--- src/rtl/kfs_pkg.sv ---
// Shared types, constants and step functions for the key repeat frequency stepper.
// No dependencies; every other file in rtl/ refers to this package by scoped names.
package kfs_pkg;

  // Field widths
  localparam int unsigned FREQ_W     = 11;
  localparam int unsigned CNT_W      = 16;
  localparam int unsigned STEP_W     = 4;
  localparam int unsigned CFG_IDX_W  = 3;
  localparam int unsigned CFG_DATA_W = 16;
  localparam int unsigned IN_TDATA_W  = 16;
  localparam int unsigned OUT_TDATA_W = 16;

  // Register reset values
  localparam logic [FREQ_W-1:0] INIT_FREQ_RST   = FREQ_W'(1012);
  localparam logic [FREQ_W-1:0] LOWER_RST       = FREQ_W'(870);
  localparam logic [FREQ_W-1:0] UPPER_RST       = FREQ_W'(1080);
  localparam logic [STEP_W-1:0] STEP_RST        = STEP_W'(2);
  localparam logic [CNT_W-1:0]  LONG_TICKS_RST  = CNT_W'(60000);
  localparam logic [CNT_W-1:0]  REPEAT_TICKS_RST = CNT_W'(30000);

  // Configuration register indexes
  typedef enum logic [CFG_IDX_W-1:0] {
    REG_INIT_FREQ    = 3'd0,
    REG_LOWER_BOUND  = 3'd1,
    REG_UPPER_BOUND  = 3'd2,
    REG_STEP_SIZE    = 3'd3,
    REG_LONG_TICKS   = 3'd4,
    REG_REPEAT_TICKS = 3'd5
  } cfg_reg_e;

  // Press machine states; code 3 is never entered
  typedef enum logic [1:0] {
    PS_IDLE   = 2'd0,
    PS_HELD   = 2'd1,
    PS_REPEAT = 2'd2
  } press_state_e;

  // One input beat, select_level in bit 0
  typedef struct packed {
    logic down_recheck;
    logic down_level;
    logic up_recheck;
    logic up_level;
    logic station_busy;
    logic enter_recheck;
    logic enter_level;
    logic select_recheck;
    logic select_level;
  } in_item_t;

  localparam int unsigned IN_ITEM_W = $bits(in_item_t);
  localparam int unsigned OUT_PAD_W = OUT_TDATA_W - FREQ_W - 4;

  // Key samples for one press machine
  typedef struct packed {
    logic level;
    logic recheck;
  } press_key_t;

  // Hold thresholds for the press machines
  typedef struct packed {
    logic [CNT_W-1:0] long_ticks;
    logic [CNT_W-1:0] repeat_ticks;
  } press_cfg_t;

  // Step up, clamped at the upper bound
  function automatic logic [FREQ_W-1:0] step_up(
    input logic [FREQ_W-1:0] f,
    input logic [STEP_W-1:0] step,
    input logic [FREQ_W-1:0] upper
  );
    logic [FREQ_W:0] sum;
    sum = {1'b0, f} + (FREQ_W + 1)'(step);
    if (sum > {1'b0, upper}) begin
      return upper;
    end
    return sum[FREQ_W-1:0];
  endfunction

  // Step down, clamped at the lower bound (also when it would go below zero)
  function automatic logic [FREQ_W-1:0] step_down(
    input logic [FREQ_W-1:0] f,
    input logic [STEP_W-1:0] step,
    input logic [FREQ_W-1:0] lower
  );
    logic [FREQ_W-1:0] diff;
    diff = f - FREQ_W'(step);
    if ((f < FREQ_W'(step)) || (diff < lower)) begin
      return lower;
    end
    return diff;
  endfunction

endpackage

--- src/rtl/key_repeat_frequency_stepper.sv ---
// Top level of the key repeat frequency stepper: stream ports, config registers, edit logic.
// Depends on kfs_pkg and kfs_press.

// One poll tick per beat. Each beat on the input stream yields exactly one result beat;
// the block takes a new beat every cycle unless back pressure holds it, and registers each
// result after its input is accepted (input register, then one pass through the select /
// enter / plus / minus logic into the result register). The rate is set by that single
// registered pass, which also updates the edit flag, the frequency, the snapshot and both
// press machines. Back pressure on the result side stalls the input side only once both
// registers hold a beat. Configuration writes are taken at any cycle (cfg_ready_o is always
// high) and must be issued only while no beat is in flight; writing initial_frequency also
// loads the current frequency. Writes to indexes beyond upper register 5 are ignored.
module key_repeat_frequency_stepper (
  input  logic                               clk_i,
  input  logic                               rst_ni,
  // input stream
  input  logic                               s_axis_tvalid,
  output logic                               s_axis_tready,
  // tdata from bit 0: select_level, select_recheck, enter_level, enter_recheck,
  // station_busy, up_level, up_recheck, down_level, down_recheck, zero pad
  input  logic [kfs_pkg::IN_TDATA_W-1:0]     s_axis_tdata,
  // result stream
  output logic                               m_axis_tvalid,
  input  logic                               m_axis_tready,
  // tdata from bit 0: frequency[10:0], editing, conflict, committed, changed, zero pad
  output logic [kfs_pkg::OUT_TDATA_W-1:0]    m_axis_tdata,
  // config write channel
  input  logic                               cfg_valid_i,
  output logic                               cfg_ready_o,
  input  logic [kfs_pkg::CFG_IDX_W-1:0]      cfg_index_i,
  input  logic [kfs_pkg::CFG_DATA_W-1:0]     cfg_data_i
);

  localparam int unsigned FW = kfs_pkg::FREQ_W;

  // Config registers
  logic [FW-1:0]                  lower_q, upper_q;
  logic [kfs_pkg::STEP_W-1:0]     step_q;
  kfs_pkg::press_cfg_t            press_cfg_q;

  // Block state
  logic [FW-1:0]                  cur_q, cur_d, snap_q, snap_d;
  logic                           edit_q, edit_d;

  // Pipeline
  logic                           in_valid_q, out_valid_q;
  kfs_pkg::in_item_t              in_q;
  logic                           advance;
  logic                           cfg_wr;

  // Result register
  logic [FW-1:0]                  out_freq_q;
  logic                           out_edit_q, out_conflict_q, out_commit_q, out_changed_q;

  // Tick logic
  logic                           sel_hit, edit_run, enter_hit, conflict, commit, changed;
  logic                           up_step, dn_step;
  logic [FW-1:0]                  freq_enter, freq_up;
  kfs_pkg::press_key_t            up_key, dn_key;

  assign cfg_ready_o = 1'b1;
  assign cfg_wr      = cfg_valid_i && cfg_ready_o;

  // Handshake: the pass moves when the result register is free or being drained
  assign advance       = in_valid_q && (!out_valid_q || m_axis_tready);
  assign s_axis_tready = !in_valid_q || advance;

  // Select, then enter, then plus, then minus, all in one tick
  // (press machine steps count only on ticks that run the machines)
  always_comb begin
    sel_hit    = !in_q.select_level && !in_q.select_recheck;
    snap_d     = sel_hit ? cur_q : snap_q;
    edit_run   = edit_q || sel_hit;
    enter_hit  = edit_run && !in_q.enter_level && !in_q.enter_recheck;
    conflict   = enter_hit && in_q.station_busy;
    commit     = enter_hit && !in_q.station_busy;
    edit_d     = edit_run && !commit;
    freq_enter = conflict ? snap_d : cur_q;
    freq_up    = (edit_run && up_step) ?
                 kfs_pkg::step_up(freq_enter, step_q, upper_q) : freq_enter;
    cur_d      = (edit_run && dn_step) ?
                 kfs_pkg::step_down(freq_up, step_q, lower_q) : freq_up;
    changed    = sel_hit || enter_hit || (edit_run && (up_step || dn_step));
  end

  assign up_key = '{level: in_q.up_level, recheck: in_q.up_recheck};
  assign dn_key = '{level: in_q.down_level, recheck: in_q.down_recheck};

  // Press machines run only on ticks spent in edit mode
  kfs_press u_up_press (
    .clk_i  (clk_i),
    .rst_ni (rst_ni),
    .en_i   (advance && edit_run),
    .key_i  (up_key),
    .cfg_i  (press_cfg_q),
    .step_o (up_step)
  );

  kfs_press u_dn_press (
    .clk_i  (clk_i),
    .rst_ni (rst_ni),
    .en_i   (advance && edit_run),
    .key_i  (dn_key),
    .cfg_i  (press_cfg_q),
    .step_o (dn_step)
  );

  // Config registers; initial frequency write also reloads the current frequency
  always_ff @(posedge clk_i or negedge rst_ni) begin
    if (!rst_ni) begin
      lower_q                  <= kfs_pkg::LOWER_RST;
      upper_q                  <= kfs_pkg::UPPER_RST;
      step_q                   <= kfs_pkg::STEP_RST;
      press_cfg_q.long_ticks   <= kfs_pkg::LONG_TICKS_RST;
      press_cfg_q.repeat_ticks <= kfs_pkg::REPEAT_TICKS_RST;
    end else if (cfg_wr) begin
      case (kfs_pkg::cfg_reg_e'(cfg_index_i))
        kfs_pkg::REG_LOWER_BOUND:  lower_q <= cfg_data_i[FW-1:0];
        kfs_pkg::REG_UPPER_BOUND:  upper_q <= cfg_data_i[FW-1:0];
        kfs_pkg::REG_STEP_SIZE:    step_q  <= cfg_data_i[kfs_pkg::STEP_W-1:0];
        kfs_pkg::REG_LONG_TICKS:
          press_cfg_q.long_ticks <= cfg_data_i[kfs_pkg::CNT_W-1:0];
        kfs_pkg::REG_REPEAT_TICKS:
          press_cfg_q.repeat_ticks <= cfg_data_i[kfs_pkg::CNT_W-1:0];
        default: ;
      endcase
    end
  end

  // Frequency, snapshot and edit flag
  always_ff @(posedge clk_i or negedge rst_ni) begin
    if (!rst_ni) begin
      cur_q  <= kfs_pkg::INIT_FREQ_RST;
      snap_q <= '0;
      edit_q <= 1'b0;
    end else begin
      if (cfg_wr && (cfg_index_i == kfs_pkg::REG_INIT_FREQ)) begin
        cur_q <= cfg_data_i[FW-1:0];
      end else if (advance) begin
        cur_q <= cur_d;
      end
      if (advance) begin
        snap_q <= snap_d;
        edit_q <= edit_d;
      end
    end
  end

  // Valid flags
  always_ff @(posedge clk_i or negedge rst_ni) begin
    if (!rst_ni) begin
      in_valid_q  <= 1'b0;
      out_valid_q <= 1'b0;
    end else begin
      if (s_axis_tready) begin
        in_valid_q <= s_axis_tvalid;
      end
      if (advance) begin
        out_valid_q <= 1'b1;
      end else if (m_axis_tready) begin
        out_valid_q <= 1'b0;
      end
    end
  end

  // Payload registers
  always_ff @(posedge clk_i) begin
    if (s_axis_tvalid && s_axis_tready) begin
      in_q <= kfs_pkg::in_item_t'(s_axis_tdata[kfs_pkg::IN_ITEM_W-1:0]);
    end
    if (advance) begin
      out_freq_q     <= cur_d;
      out_edit_q     <= edit_d;
      out_conflict_q <= conflict;
      out_commit_q   <= commit;
      out_changed_q  <= changed;
    end
  end

  assign m_axis_tvalid = out_valid_q;
  assign m_axis_tdata  = {{kfs_pkg::OUT_PAD_W{1'b0}}, out_changed_q, out_commit_q,
                          out_conflict_q, out_edit_q, out_freq_q};

endmodule

--- src/rtl/kfs_press.sv ---
// Press machine for one step key: idle, held, auto-repeat, with a hold counter.
// Depends on kfs_pkg for the state enum, key and threshold structs.
module kfs_press (
  input  logic                clk_i,
  input  logic                rst_ni,
  input  logic                en_i,
  input  kfs_pkg::press_key_t key_i,
  input  kfs_pkg::press_cfg_t cfg_i,
  output logic                step_o
);

  kfs_pkg::press_state_e      st_q, st_d, st_mid;
  logic [kfs_pkg::CNT_W-1:0]  cnt_q, cnt_d, cnt_mid;

  // State and counter, advance only on ticks that run the machine
  always_ff @(posedge clk_i or negedge rst_ni) begin
    if (!rst_ni) begin
      st_q  <= kfs_pkg::PS_IDLE;
      cnt_q <= '0;
    end else if (en_i) begin
      st_q  <= st_d;
      cnt_q <= cnt_d;
    end
  end

  // Next state: release steps a short press; holding counts up
  always_comb begin
    step_o  = 1'b0;
    st_mid  = st_q;
    cnt_mid = cnt_q;
    st_d    = st_q;
    cnt_d   = cnt_q;
    if (key_i.level) begin
      step_o = (st_q == kfs_pkg::PS_HELD);
      st_d   = kfs_pkg::PS_IDLE;
      cnt_d  = '0;
    end else begin
      // press is taken only if the recheck sample agrees
      if (st_q == kfs_pkg::PS_IDLE) begin
        st_mid = key_i.recheck ? kfs_pkg::PS_IDLE : kfs_pkg::PS_HELD;
      end
      if (st_mid == kfs_pkg::PS_HELD) begin
        cnt_mid = cnt_q + kfs_pkg::CNT_W'(1);
        if (cnt_mid > cfg_i.long_ticks) begin
          st_mid  = kfs_pkg::PS_REPEAT;
          cnt_mid = '0;
        end
      end
      st_d  = st_mid;
      cnt_d = cnt_mid;
      // auto-repeat: one step each time the count passes the interval
      if (st_mid == kfs_pkg::PS_REPEAT) begin
        cnt_d = cnt_mid + kfs_pkg::CNT_W'(1);
        if (cnt_d > cfg_i.repeat_ticks) begin
          cnt_d  = '0;
          step_o = 1'b1;
        end
      end
    end
  end

endmodule

--- config.mk ---
export PLATFORM = sky130hd
export DESIGN_NAME = key_repeat_frequency_stepper
export DESIGN_NICKNAME = d
export VERILOG_FILES = /design/src/rtl/kfs_pkg.sv /design/src/rtl/key_repeat_frequency_stepper.sv /design/src/rtl/kfs_press.sv
export SDC_FILE = /design/constraint.sdc
export NUM_CORES = 1
export LEC_CHECK = 0
export ABC_AREA = 1
export ABC_CLOCK_PERIOD_IN_PS = 9890
export BUFFER_PORTS_ARGS = -buffer_cell sky130_fd_sc_hd__buf_2
export CAP_MARGIN = 25
export CORE_AREA = 2 2 171 173
export CTS_BUF_LIST = sky130_fd_sc_hd__clkbuf_2 sky130_fd_sc_hd__clkbuf_4 sky130_fd_sc_hd__clkbuf_8
export DETAILED_ROUTE_END_ITERATION = 10
export DIE_AREA = 0 0 173 175
export SYNTH_ARGS = -nofsm -noshare
export SYNTH_HDL_FRONTEND = slang
export SYNTH_SLANG_ARGS = --single-unit
--- constraint.sdc ---
create_clock -name clk_i -period 9.89 [get_ports clk_i]
set_input_delay 0.989 -clock clk_i [delete_from_list [all_inputs] [get_ports clk_i]]
set_output_delay 0.989 -clock clk_i [all_outputs]
set_load 0.02 [all_outputs]
==> results.sh <==
export IMPL_drt_iter0_drc=660
export IMPL_synth_top_area_frac=0.194
export IMPL_cp_end_kind="flop"
export IMPL_cts_tree="yes"
export IMPL_hold_ws_ps=490
export IMPL_area_growth_syn_to_layout_pct=10.4
export IMPL_grt_usage=0.209
export IMPL_core_mm2=0.0284
export IMPL_final_max_slew_viol_count=0
export IMPL_hold_depth=2
export IMPL_synth_fa_ha_area_frac=0.112
export IMPL_final_nets=1754
export IMPL_leakage_uw=0.00620
export IMPL_synth_top_family_by_area="simple AND/OR/NAND/NOR gates"
export IMPL_ys_ff_latch=143
export IMPL_synth_top_cell_by_area="dfrtp_1"
export IMPL_setup_viol=0
export IMPL_finalHoldViolCount=0
export IMPL_port_buffers=49
export IMPL_seq_power_share=0.246
export IMPL_grt_max_degree=69
export IMPL_cts_max_path_buffers=2
export IMPL_worst_clock_skew_ps=17.3
export IMPL_synth_flop_cell="dfrtp_1"
export IMPL_clkTransAtPathRegs_ps=100
export IMPL_power_density_mw_per_mm2=296
export IMPL_die_y_um=175
export IMPL_antennaDiodeCount=0
export IMPL_routed_wl_um=31400
export IMPL_first_pass_iters=5
export IMPL_internal_power_uw=1810
export IMPL_vias=10198
export IMPL_synth_nets=1713
export IMPL_pwr_share_clk=0.143
export IMPL_drive_gt1_frac=0.118
export IMPL_synth_area_mux_share=0
export IMPL_vias_per_cell=5.07
export IMPL_yosysWarnings=0
export IMPL_arrival_ps=9130
export IMPL_maxCapViolations=0
export IMPL_finalPower_uw=3660
export IMPL_dp_hpwl_um=23700
export IMPL_postRouteAntennaNets=0
export IMPL_cp_slowest_stage_delay_ps=430
export IMPL_ys_seq_area_frac=0.334
export IMPL_rsz0062_at_grt="false"
export IMPL_synth_cells=1574
export IMPL_p_sw_frac=0.506
export IMPL_max_freq_mhz=112
export IMPL_hold_class="flop to flop"
export IMPL_synth_edf_count=24
export IMPL_clock_latency_ps=490
export IMPL_min_to="press_cfg_q[26]"
export IMPL_period_share=0.899
export IMPL_stdcell_count=2012
export IMPL_grt_pass1_wl_um=49900
export IMPL_cts_root_buffer="clkbuf_8"
export IMPL_ys_async_sr_fraction=0.832
export IMPL_dp_cells=1975
export IMPL_synth_most_common_cell="nand2_1"
export IMPL_syn_cell_area_mm2=0.0112
export IMPL_switchingPower_uw=1850
export IMPL_path_common_cell="nand2_1"
export IMPL_cp_slowest_cell="dfrtp_2"
export IMPL_r2r_end="out_freq_q[4]"
export IMPL_worst_pin_slew_ps=1030
export IMPL_overflow=0
export IMPL_cts_inserted_buffers=17
export IMPL_finish_utilization=0.436
export IMPL_power_frac_comb=0.612
export IMPL_r2r_start="u_up_press.cnt_q[0]"
export IMPL_path_class="flop to flop"
export IMPL_finalSetupTns_ps=0
export IMPL_antenna_found_initial=0
export IMPL_min_from="press_cfg_q[26]"
export IMPL_gp_congestion=0.886
export IMPL_die_x_um=173
export IMPL_row_count=62
export IMPL_synth_area_leaders="dfrtp_1 (19%), nand2_1 (15%), ha_1 (11%)"
export IMPL_period_needed_ps=8900
export IMPL_reg2reg_slack_ps=990
export IMPL_synthTopCellsByCount="nand2_1 (440), inv_1 (252), o21ai_0 (164), ha_1 (97), dfrtp_1 (87)"
export IMPL_cp_max_fo=11
export IMPL_slew_headroom=0.313
export IMPL_cts_hold_buf=0
export IMPL_cp_start_kind="flop"
export IMPL_synth_simple_area_share=0.275
export IMPL_synth_xor_area_share=0.0383
export IMPL_outcome="complete, no violations"
export IMPL_crit_path_start="u_up_press.cnt_q[0]"
export IMPL_reg2reg_depth=55
export IMPL_crit_required_ps=10120
export IMPL_peakVddDrop_mv=0.173
export IMPL_drc=0
export IMPL_grt_pass1_vias=9628
export IMPL_initial_utilization=0.394
export IMPL_cts_sinks=143
export IMPL_yosysUniqueCellTypes=49
export IMPL_synth_compound_area_frac=0.135
export IMPL_die_area_mm2=0.0303
export IMPL_ios=59
export IMPL_avgSynthCellArea_um2=7.12
export IMPL_wl_per_cell_um=15.6
export IMPL_cts_max_level=4
state kept, by name, indices dropped and copies added (netlist names), 4 cells and up:
signal	cells
upper_q	11
out_freq_q	11
step_q	4
cur_q	11
u_up_press.cnt_q	16
press_cfg_q	32
in_q	7
snap_q	11
lower_q	11
u_dn_press.cnt_q	16
stage by stage:
| step | setup WS, ps | instance area, um2 |
|---|---|---|
| final | 994 | 12400 |
| after detailed placement | 572 | 11800 |
| after global routing | 47.8 | 12400 |
| after CTS | 525 | 12200 |
| after floorplan | 1910 | 11200 |
| after global placement | 682 | 11800 |
per-layer routing:
metal  part of all wire  GRT usage  up-vias
li1                   -          -     5155
met2               0.50      0.380      237
met1               0.44      0.255     4752
met5                  0          0        -
met4              0.023     0.0607        0
met3              0.039     0.0339       54
cell usage in the layout (no fill, tap or decap), types with 15 or more instances in the layout:
master | netlist | final
clkbuf_8 | 0 | 17
nand4_1 | 23 | 23
o21ai_0 | 164 | 162
nand2_1 | 440 | 437
edfxtp_1 | 24 | 24
ha_1 | 97 | 97
xor2_1 | 43 | 42
buf_2 | 2 | 48
nand3_1 | 85 | 83
nand2_2 | 13 | 16
o22ai_1 | 27 | 27
inv_1 | 252 | 252
dfstp_2 | 32 | 32
and2_1 | 15 | 15
dfrtp_1 | 87 | 86
a21oi_1 | 63 | 61
nor2_1 | 78 | 77
cell type report:
cell class / instances / area (um2)
Multi-Input combinational cell: 1133 / 6350
Clock buffer: 17 / 234
Clock inverter: 15 / 195
Timing Repair Buffer: 64 / 400
Fill cell: 3005 / 16000
Tap cell: 384 / 480
Sequential cell: 143 / 3740
Inverter: 256 / 961
worst max-delay path: cells and delay by family, from the launching register on:
kind                     cells  cell delay, ps
buffers and inverters        6             650
adder cells (fa/ha/maj)      6            1490
AND/OR/NAND/NOR             32            4080
AO/OA/AOI/OAI                9            1530
flip-flops                   1             430
XOR/XNOR                     2             460
logic make-up (layout without fill, tap and decap cells):
kind of cell | Yosys count | count (layout)
AO/OA/AOI/OAI | 281 | 281
adder cells (fa/ha/maj) | 99 | 99
flip-flops | 143 | 143
AND/OR/NAND/NOR | 702 | 702
other | 2 | 2
buffers and inverters | 298 | 352
XOR/XNOR | 49 | 49
how the worst max path moves through the flow:
stage	to	depth (start not counted)
3_3_place_gp	out_freq_q[0]	54
5_1_grt	out_freq_q[4]	57
3_5_place_dp	out_freq_q[10]	54
6_report	out_freq_q[4]	55
2_1_floorplan	out_freq_q[10]	57
4_1_cts	out_freq_q[4]	54
timing repair:
action                     4_1_cts  5_1_grt
buffers inserted                 0        4
setup endpoints to repair        0       22
resized for setup                0       18
power groups by stage:
stage / clock network [uW] / logic, uW / registers, uW
detailed placement: 0 / 2180 / 907
global route: 557 / 2550 / 920
CTS: 533 / 2190 / 898
global placement: 0 / 2140 / 904
floorplan: 0 / 1640 / 909
finish: 522 / 2240 / 899
(Power assumes the default switching activity.)
